`src/hdl/gpio_pkg.sv`:
```
`timescale 1ns / 1ps
package gpio_pkg;

  localparam int NumPinsDefault = 54;
  localparam int BankWidth      = 32;
  localparam int OutWidth       = 54;
  localparam int QueueDepth     = 2;

  typedef enum logic [1:0] {
    KIND_READ  = 2'd0,
    KIND_WRITE = 2'd1,
    KIND_TICK  = 2'd2,
    KIND_NONE  = 2'd3
  } kind_t;

  localparam logic [5:0] IDX_FSEL0   = 6'd0;
  localparam logic [5:0] IDX_FSEL5   = 6'd5;
  localparam logic [5:0] IDX_SET0    = 6'd7;
  localparam logic [5:0] IDX_SET1    = 6'd8;
  localparam logic [5:0] IDX_CLR0    = 6'd10;
  localparam logic [5:0] IDX_CLR1    = 6'd11;
  localparam logic [5:0] IDX_LEV0    = 6'd13;
  localparam logic [5:0] IDX_LEV1    = 6'd14;
  localparam logic [5:0] IDX_EDS0    = 6'd16;
  localparam logic [5:0] IDX_EDS1    = 6'd17;
  localparam logic [5:0] IDX_REN0    = 6'd19;
  localparam logic [5:0] IDX_REN1    = 6'd20;
  localparam logic [5:0] IDX_FEN0    = 6'd22;
  localparam logic [5:0] IDX_FEN1    = 6'd23;
  localparam logic [5:0] IDX_HEN0    = 6'd25;
  localparam logic [5:0] IDX_HEN1    = 6'd26;
  localparam logic [5:0] IDX_LEN0    = 6'd28;
  localparam logic [5:0] IDX_LEN1    = 6'd29;
  localparam logic [5:0] IDX_AREN0   = 6'd31;
  localparam logic [5:0] IDX_AREN1   = 6'd32;
  localparam logic [5:0] IDX_AFEN0   = 6'd34;
  localparam logic [5:0] IDX_AFEN1   = 6'd35;
  localparam logic [5:0] IDX_PUD     = 6'd37;
  localparam logic [5:0] IDX_PUDCLK0 = 6'd38;
  localparam logic [5:0] IDX_PUDCLK1 = 6'd39;

  localparam logic [1:0] PULL_DOWN = 2'd1;
  localparam logic [1:0] PULL_UP   = 2'd2;
  localparam logic [2:0] FSEL_OUT  = 3'd1;

  // Operation classes decoded by the front end.
  typedef enum logic [3:0] {
    OP_NONE   = 4'd0,
    OP_READ   = 4'd1,
    OP_FSEL   = 4'd2,
    OP_SET    = 4'd3,
    OP_CLR    = 4'd4,
    OP_EDSCLR = 4'd5,
    OP_EN     = 4'd6,
    OP_PUD    = 4'd7,
    OP_PUDCLK = 4'd8,
    OP_TICK   = 4'd9
  } op_t;

  typedef struct packed {
    op_t         op;
    logic        en_word; // index names one of the event enable words
    logic        bank;
    logic [2:0]  sub;     // fsel word 0-5 or enable group 0-5
    logic [5:0]  idx;
    logic [31:0] data;
    logic [63:0] levels;
  } cmd_t;

endpackage

```
`src/hdl/gpio_front.sv`:
```
`timescale 1ns / 1ps
module gpio_front (
  input  logic             [1:0]  func,
  input  logic             [5:0]  reg_index,
  input  logic             [31:0] write_data,
  input  logic             [53:0] pin_levels,
  output gpio_pkg::cmd_t          cmd
);

  logic       en_word;
  logic [2:0] en_group;
  logic       en_bank;

  // Event enable words come in pairs, one per bank, for each of six groups.
  always_comb begin
    en_word  = 1'b1;
    en_group = 3'd0;
    en_bank  = 1'b0;
    case (reg_index)
      gpio_pkg::IDX_REN0, gpio_pkg::IDX_REN1: begin
        en_group = 3'd0;
        en_bank  = (reg_index == gpio_pkg::IDX_REN1);
      end
      gpio_pkg::IDX_FEN0, gpio_pkg::IDX_FEN1: begin
        en_group = 3'd1;
        en_bank  = (reg_index == gpio_pkg::IDX_FEN1);
      end
      gpio_pkg::IDX_HEN0, gpio_pkg::IDX_HEN1: begin
        en_group = 3'd2;
        en_bank  = (reg_index == gpio_pkg::IDX_HEN1);
      end
      gpio_pkg::IDX_LEN0, gpio_pkg::IDX_LEN1: begin
        en_group = 3'd3;
        en_bank  = (reg_index == gpio_pkg::IDX_LEN1);
      end
      gpio_pkg::IDX_AREN0, gpio_pkg::IDX_AREN1: begin
        en_group = 3'd4;
        en_bank  = (reg_index == gpio_pkg::IDX_AREN1);
      end
      gpio_pkg::IDX_AFEN0, gpio_pkg::IDX_AFEN1: begin
        en_group = 3'd5;
        en_bank  = (reg_index == gpio_pkg::IDX_AFEN1);
      end
      default: begin
        en_word = 1'b0;
      end
    endcase
  end

  always_comb begin
    cmd         = '0;
    cmd.op      = gpio_pkg::OP_NONE;
    cmd.idx     = reg_index;
    cmd.data    = write_data;
    cmd.levels  = {10'd0, pin_levels};
    cmd.en_word = en_word;
    cmd.sub     = (reg_index <= gpio_pkg::IDX_FSEL5) ? reg_index[2:0] : en_group;
    cmd.bank    = en_bank;
    case (gpio_pkg::kind_t'(func))
      gpio_pkg::KIND_READ: begin
        cmd.op = gpio_pkg::OP_READ;
      end
      gpio_pkg::KIND_TICK: begin
        cmd.op = gpio_pkg::OP_TICK;
      end
      gpio_pkg::KIND_WRITE: begin
        if (reg_index <= gpio_pkg::IDX_FSEL5) begin
          cmd.op  = gpio_pkg::OP_FSEL;
          cmd.sub = reg_index[2:0];
        end else if (reg_index == gpio_pkg::IDX_SET0 || reg_index == gpio_pkg::IDX_SET1) begin
          cmd.op   = gpio_pkg::OP_SET;
          cmd.bank = (reg_index == gpio_pkg::IDX_SET1);
        end else if (reg_index == gpio_pkg::IDX_CLR0 || reg_index == gpio_pkg::IDX_CLR1) begin
          cmd.op   = gpio_pkg::OP_CLR;
          cmd.bank = (reg_index == gpio_pkg::IDX_CLR1);
        end else if (reg_index == gpio_pkg::IDX_EDS0 || reg_index == gpio_pkg::IDX_EDS1) begin
          cmd.op   = gpio_pkg::OP_EDSCLR;
          cmd.bank = (reg_index == gpio_pkg::IDX_EDS1);
        end else if (en_word) begin
          cmd.op   = gpio_pkg::OP_EN;
          cmd.sub  = en_group;
          cmd.bank = en_bank;
        end else if (reg_index == gpio_pkg::IDX_PUD) begin
          cmd.op = gpio_pkg::OP_PUD;
        end else if (reg_index == gpio_pkg::IDX_PUDCLK0 ||
                     reg_index == gpio_pkg::IDX_PUDCLK1) begin
          cmd.op   = gpio_pkg::OP_PUDCLK;
          cmd.bank = (reg_index == gpio_pkg::IDX_PUDCLK1);
        end
      end
      default: begin
        cmd.op = gpio_pkg::OP_NONE;
      end
    endcase
  end

endmodule

```
`src/hdl/gpio_queue.sv`:
```
`timescale 1ns / 1ps
module gpio_queue (
  input  logic           clk,
  input  logic           rst,
  input  logic           in_valid,
  output logic           in_stall,
  input  gpio_pkg::cmd_t in_cmd,
  output logic           out_valid,
  input  logic           out_stall,
  output gpio_pkg::cmd_t out_cmd
);

  gpio_pkg::cmd_t slot [gpio_pkg::QueueDepth];
  logic       wr_ptr;
  logic       rd_ptr;
  logic [1:0] count;
  logic       push;
  logic       pop;

  assign in_stall  = (count == 2'd2);
  assign out_valid = (count != 2'd0);
  assign out_cmd   = slot[rd_ptr];
  assign push      = in_valid && !in_stall;
  assign pop       = out_valid && !out_stall;

  always_ff @(posedge clk) begin
    if (push) begin
      slot[wr_ptr] <= in_cmd;
    end
    if (rst) begin
      wr_ptr <= 1'b0;
      rd_ptr <= 1'b0;
      count  <= 2'd0;
    end else begin
      if (push) wr_ptr <= ~wr_ptr;
      if (pop) rd_ptr <= ~rd_ptr;
      count <= count + 2'(push) - 2'(pop);
    end
  end

endmodule

```
`src/hdl/gpio_back.sv`:
```
`timescale 1ns / 1ps
module gpio_back #(
  parameter int NUM_PINS = gpio_pkg::NumPinsDefault
) (
  input  logic           clk,
  input  logic           rst,
  input  logic           cmd_valid,
  output logic           cmd_stall,
  input  gpio_pkg::cmd_t cmd,
  output logic           valid,
  input  logic           stall,
  output logic    [31:0] read_data,
  output logic    [53:0] drive_levels,
  output logic    [53:0] drive_enable,
  output logic    [53:0] pull_up_mask,
  output logic    [53:0] pull_down_mask,
  output logic           event_pending
);

  localparam logic [63:0] PinMask = {64{1'b1}} >> (64 - NUM_PINS);

  logic [2:0]  fsel     [NUM_PINS];
  logic [1:0]  pin_pull [NUM_PINS];
  logic [2:0]  fsel_next     [NUM_PINS];
  logic [1:0]  pin_pull_next [NUM_PINS];
  logic [63:0] output_latch, output_latch_next;
  logic [63:0] event_status, event_status_next;
  logic [63:0] enables [6];
  logic [63:0] enables_next [6];
  logic [63:0] prev_levels, prev_levels_next;
  logic [1:0]  pull_code, pull_code_next;
  logic [31:0] rd;
  logic [63:0] wbits;
  logic [63:0] wkeep;
  logic [63:0] cur, rise, fall, hit;
  logic [63:0] en_v, up_v, dn_v;
  logic        take;

  assign take      = cmd_valid && !cmd_stall;
  assign cmd_stall = valid && stall;
  assign wbits     = (cmd.bank ? {cmd.data, 32'd0} : {32'd0, cmd.data}) & PinMask;
  assign wkeep     = cmd.bank ? {32'd0, 32'hffffffff} : {32'hffffffff, 32'd0};

  always_comb begin
    rd = '0;
    if (cmd.idx <= gpio_pkg::IDX_FSEL5) begin
      for (int k = 0; k < 10; k++) begin
        if (32'(cmd.idx) * 10 + k < NUM_PINS) begin
          rd[3*k +: 3] = fsel[32'(cmd.idx) * 10 + k];
        end
      end
    end else if (cmd.idx == gpio_pkg::IDX_LEV0 || cmd.idx == gpio_pkg::IDX_LEV1) begin
      rd = cmd.idx[0] ? prev_levels[31:0] : prev_levels[63:32];
    end else if (cmd.idx == gpio_pkg::IDX_EDS0 || cmd.idx == gpio_pkg::IDX_EDS1) begin
      rd = cmd.idx[0] ? event_status[63:32] : event_status[31:0];
    end else if (cmd.en_word) begin
      rd = cmd.bank ? enables[cmd.sub][63:32] : enables[cmd.sub][31:0];
    end else if (cmd.idx == gpio_pkg::IDX_PUD) begin
      rd = {30'd0, pull_code};
    end
  end

  always_comb begin
    fsel_next         = fsel;
    pin_pull_next     = pin_pull;
    output_latch_next = output_latch;
    event_status_next = event_status;
    enables_next      = enables;
    prev_levels_next  = prev_levels;
    pull_code_next    = pull_code;
    cur  = cmd.levels & PinMask;
    rise = cur & ~prev_levels;
    fall = prev_levels & ~cur;
    hit  = (rise & enables[0]) | (fall & enables[1]) | (cur & enables[2]) |
           (~cur & enables[3]) | (rise & enables[4]) | (fall & enables[5]);
    case (cmd.op)
      gpio_pkg::OP_FSEL: begin
        for (int k = 0; k < 10; k++) begin
          if (32'(cmd.sub) * 10 + k < NUM_PINS) begin
            fsel_next[32'(cmd.sub) * 10 + k] = cmd.data[3*k +: 3];
          end
        end
      end
      gpio_pkg::OP_SET:    output_latch_next = output_latch | wbits;
      gpio_pkg::OP_CLR:    output_latch_next = output_latch & ~wbits;
      gpio_pkg::OP_EDSCLR: event_status_next = event_status & ~wbits;
      gpio_pkg::OP_EN:     enables_next[cmd.sub] = (enables[cmd.sub] & wkeep) | wbits;
      gpio_pkg::OP_PUD:    pull_code_next = cmd.data[1:0];
      gpio_pkg::OP_PUDCLK: begin
        for (int p = 0; p < NUM_PINS; p++) begin
          if (wbits[p]) pin_pull_next[p] = pull_code;
        end
      end
      gpio_pkg::OP_TICK: begin
        event_status_next = (event_status | hit) & PinMask;
        prev_levels_next  = cur;
      end
      default: begin
      end
    endcase
  end

  always_comb begin
    en_v = '0;
    up_v = '0;
    dn_v = '0;
    for (int p = 0; p < NUM_PINS; p++) begin
      en_v[p] = (fsel_next[p] == gpio_pkg::FSEL_OUT);
      up_v[p] = (pin_pull_next[p] == gpio_pkg::PULL_UP);
      dn_v[p] = (pin_pull_next[p] == gpio_pkg::PULL_DOWN);
    end
  end

  always_ff @(posedge clk) begin
    if (rst) begin
      for (int p = 0; p < NUM_PINS; p++) begin
        fsel[p]     <= '0;
        pin_pull[p] <= '0;
      end
      for (int g = 0; g < 6; g++) enables[g] <= '0;
      output_latch <= '0;
      event_status <= '0;
      prev_levels  <= '0;
      pull_code    <= '0;
      valid        <= 1'b0;
    end else begin
      if (take) begin
        fsel         <= fsel_next;
        pin_pull     <= pin_pull_next;
        enables      <= enables_next;
        output_latch <= output_latch_next;
        event_status <= event_status_next;
        prev_levels  <= prev_levels_next;
        pull_code    <= pull_code_next;
        valid        <= 1'b1;
      end else if (!stall) begin
        valid <= 1'b0;
      end
    end
    if (take) begin
      read_data      <= (cmd.op == gpio_pkg::OP_READ) ? rd : 32'd0;
      drive_levels   <= output_latch_next[53:0];
      drive_enable   <= en_v[53:0];
      pull_up_mask   <= up_v[53:0];
      pull_down_mask <= dn_v[53:0];
      event_pending  <= |event_status_next;
    end
  end

endmodule

```
`src/hdl/gpio_bank_controller_top.sv`:
```
`timescale 1ns / 1ps
// Channel | Handshake        | Payload
// in      | in_valid/in_stall| func, reg_index, write_data, pin_levels
// out     | valid/stall      | read_data, drive_levels, drive_enable,
//         |                  | pull_up_mask, pull_down_mask, event_pending
//
// An accepted request is written into the decode queue; the execute stage then takes it
// from the queue, applies it and registers the result, updating all pin state together.
// One request per cycle is sustained while the output is not stalled.
// Synchronous reset clears all pin state, empties the queue and clears the result valid flag.
// A stall on the output holds the result; the two-entry queue then absorbs requests
// until it fills, after which in_stall rises.
module gpio_bank_controller_top #(
  parameter int NUM_PINS = gpio_pkg::NumPinsDefault
) (
  input  logic        clk,
  input  logic        rst,
  input  logic        in_valid,
  output logic        in_stall,
  input  logic [1:0]  func,
  input  logic [5:0]  reg_index,
  input  logic [31:0] write_data,
  input  logic [53:0] pin_levels,
  output logic        valid,
  input  logic        stall,
  output logic [31:0] read_data,
  output logic [53:0] drive_levels,
  output logic [53:0] drive_enable,
  output logic [53:0] pull_up_mask,
  output logic [53:0] pull_down_mask,
  output logic        event_pending
);

  gpio_pkg::cmd_t dec_cmd;
  gpio_pkg::cmd_t q_cmd;
  logic           q_valid;
  logic           q_stall;

  // Front end: classify the request by function and register index.
  gpio_front u_front (
    .func       (func),
    .reg_index  (reg_index),
    .write_data (write_data),
    .pin_levels (pin_levels),
    .cmd        (dec_cmd)
  );

  gpio_queue u_queue (
    .clk       (clk),
    .rst       (rst),
    .in_valid  (in_valid),
    .in_stall  (in_stall),
    .in_cmd    (dec_cmd),
    .out_valid (q_valid),
    .out_stall (q_stall),
    .out_cmd   (q_cmd)
  );

  // Back end: apply the request to the pin state and register the result.
  gpio_back #(
    .NUM_PINS (NUM_PINS)
  ) u_back (
    .clk            (clk),
    .rst            (rst),
    .cmd_valid      (q_valid),
    .cmd_stall      (q_stall),
    .cmd            (q_cmd),
    .valid          (valid),
    .stall          (stall),
    .read_data      (read_data),
    .drive_levels   (drive_levels),
    .drive_enable   (drive_enable),
    .pull_up_mask   (pull_up_mask),
    .pull_down_mask (pull_down_mask),
    .event_pending  (event_pending)
  );

endmodule
```
`config.mk`:
```
export PLATFORM = sky130hd
export DESIGN_NAME = gpio_bank_controller_top
export DESIGN_NICKNAME = d
export VERILOG_FILES = /design/src/hdl/gpio_pkg.sv /design/src/hdl/gpio_front.sv /design/src/hdl/gpio_queue.sv /design/src/hdl/gpio_back.sv /design/src/hdl/gpio_bank_controller_top.sv
export SDC_FILE = /design/constraint.sdc
export NUM_CORES = 2
export LEC_CHECK = 0
export ABC_AREA = 0
export BUFFER_PORTS_ARGS = -buffer_cell sky130_fd_sc_hd__buf_2
export CELL_PAD_IN_SITES_DETAIL_PLACEMENT = 1
export CELL_PAD_IN_SITES_GLOBAL_PLACEMENT = 1
export CORE_MARGIN = 1.5
export CORE_UTILIZATION = 40
export DETAILED_ROUTE_END_ITERATION = 10
export MAX_ROUTING_LAYER = met4
export PLACE_DENSITY = 0.66
export SKIP_CTS_REPAIR_TIMING = 1
export SYNTH_ARGS = -nofsm -noshare
export SYNTH_HDL_FRONTEND = slang
export SYNTH_HIERARCHICAL = 1
export SYNTH_SLANG_ARGS = --single-unit
```
`constraint.sdc`:
```
create_clock -name clk -period 15.9 [get_ports clk]
set_clock_uncertainty 0.05 [all_clocks]
set_input_delay 2.385 -clock clk [delete_from_list [all_inputs] [get_ports clk]]
set_output_delay 2.385 -clock clk [all_outputs]
set_load 0.005 [all_outputs]
```
==> summary.md <==
| Metric | Value |
|---|---|
| Cell row count | 156 |
| Die area | 186,000 sq um |
| Placed Cells | 10,400 |
| Most used routing layer | met2 |
| Layout cell share with drive strength beyond 1 | 14.8% |
| Gr usage total | 39.9% |
| Placer Congestion | 1.06 |
| Multi-input gate area | 39,500 sq um |
| Max_cap viols | 0 |
| Startpoint Class | flop |
| Die Y | 431 um |
| First-pass GRT wire length | 520,000 um |
| Met2 Usage GRT | 58.5% |
| Crit. End Element | flop |
| Largest net degree at the start of global routing | 131 |
| Vias per cell | 6.69 |
| Final wirelength | 371,000 um |
| Slowest CP cell | a2111oi_0 |
| Met3 GRT Util | 8.19% |
| Remaining DRCs | 0 |
| Least-Margin Pin Slew | 1390 ps |
| H-tree Lvls | 4 |
| Hold Path Class | flop to flop |
| Antenna violations before repair | 24 |
| Leakage power figure | 28.4 nW |
| Die Span X | 431 um |
| Worst path top cell family by delay | adder cells |
| Crit path time final | 6980 ps |
| WP buf/inv | 1 |
| Cell repeated most along the worst path | ha_1 |
| Fmax | 0.143 GHz |
| Worst EP required | 16,330 ps |
| Setup TNS | 0 ps |
| Input/output buffers | 348 |
| Global-route track usage on met1 | 49.3% |
| Hold_ws | 401 ps |
| Synth Warn # | 6 |
| DP Wirelength | 255,000 um |
| Root Buffer | clkbuf_16 |
| Final setup viols | 0 |
| Mapped Area | 73,300 sq um |
| CTS sink count | 1,285 |
| First-pass DRT Iterations | 8 |
| Detail Route Antenna Nets | 0 |
| Mean area per synthesized cell | 8.91 sq um |
| Vias in the first global route | 69,300 |
| Critical path type | flop to flop |
| Worst Path Max Fanout | 56 |
| Worst skew pair latency | 850 ps |
| Layout area overhead | 10.8% |
| Ports | 349 |
| Detailed Route Iter0 Violations | 8,312 |
| Core region area | 181,000 sq um |
| Relative slew margins | 7.06% |
| Cell breakdown of the critical path | mux2_8 -> ha_1 -> ha_1 -> buf_4 -> ha_1 -> fa_1 -> nor2b_1 -> nand2_1 -> nor3_2 -> a221oi_1 -> o21a_1 -> a2111oi_0 |
| Syn Inst Count | 8,223 |
| Mapped Nets | 8,361 |
| DR vias | 71,300 |
| Worst-path clk slew | 60 ps |
| RSZ-0062 raised after global routing | false |
| Final hold violations | 0 |
| Fillcell total | 20,700 |
| Initial Utilization | 40.4% |
| Post-DR wirelength/cell | 34.8 um |
| Remaining global-route overflow | 0 |
| Final Cycle Share | 43.9% |
| Register area | 30,200 sq um |
| CP max stage delay | 920 ps |
| Finished Layout Cells | 10,700 |
| Crit path DAT | 7410 ps |
| Slew Viols, Final | 0 |
| CTS buffer count | 150 |
| Clk buf depth | 3 |
| P per Cell Area | 210 nW/um^2 |
| CTS tree | yes |
| Status | complete, no violations |
| Peak supply drop | 0.000200 V |
| Final nets | 8,270 |
## layout make-up
class                      instances  area share (%)
timing repair buffer             571            4.25
tap                             2370            3.65
sequential                      1285            37.3
antenna                           25          0.0771
clock inverter                    75           0.786
multi-input combinational       6085            48.7
inverter                          39           0.193
clock buffer                     203            5.07
## worst register-to-register path, stage by stage, from the launching register on
cell and delay (ps):
dfxtp_4 740, mux2_8 680, ha_1 320, ha_1 270
buf_4 350, ha_1 630, fa_1 790, nor2b_1 490
nand2_1 390, nor3_2 630, a221oi_1 210, o21a_1 160
a2111oi_0 920
## per-stage QoR
stage                     setup slack, ps  utilization (%)  area (sq um)  total power, W
after floorplan                      5300                -         73300         0.00940
after global placement               9070             42.1         76300          0.0131
after detailed placement             9030             42.1         76300          0.0133
after CTS                            8930             44.7         81100          0.0167
after global routing                 8650             44.7         81100          0.0174
final                                8920             44.8         81200          0.0170
## power breakdown
part | leakage [nW] | switching [W] | internal [W]
clock | 2.32 | 0.00151 | 0.00191
sequential | 11.1 | 0.000508 | 0.00413
combinational | 15.0 | 0.00655 | 0.00242
total | 28.4 | 0.00857 | 0.00846
## registers in the layout (all words and copies together) (netlist names), 64 cells and up, named ones only
| register | flops |
|---|---|
| u_queue/slot | 202 |
| u_back/pin_pull | 108 |
| u_back/fsel | 162 |
| u_back/enables | 384 |
| u_back/event_status | 64 |
## layout by cell type (no fill, tap or decap), types with 81 or more instances in the layout
cell and instances:
nand3b_1 92, nor2_1 1059, a22o_1 82, nor3_1 130, a22oi_1 84, mux4_2 152
o22ai_1 87, nor2b_1 99, mux2i_1 399, nand3_1 201, buf_2 347, o211ai_1 81
mux2_2 151, o21ai_0 479, dfxtp_1 831, a211oi_1 510, edfxtp_1 451, nand2b_1 84
clkbuf_16 153, a21oi_1 496, buf_4 221, nand2_1 973
## layer usage
metal,up-vias,routed length (um)
met5,-,0
met4,0,28800
met3,1096,33500
met2,3982,162000
met1,35900,147000
li1,30300,-
## final timing paths
check / to / depth (start not counted) / slack [ps] / startpoint
hold reg to reg: u_back/enables[255]$_SDFFE_PP0P_ / 2 / 400 / u_back/enables[255]$_SDFFE_PP0P_
setup reg to reg: u_back/drive_enable[30]$_DFFE_PP_ / 12 / 8920 / flop
hold / removal: u_back/enables[255]$_SDFFE_PP0P_ / 2 / 400 / u_back/enables[255]$_SDFFE_PP0P_
setup / recovery: u_back/drive_enable[30]$_DFFE_PP_ / 12 / 8920 / flop
Note: power is estimated with default switching activity, not from simulation.
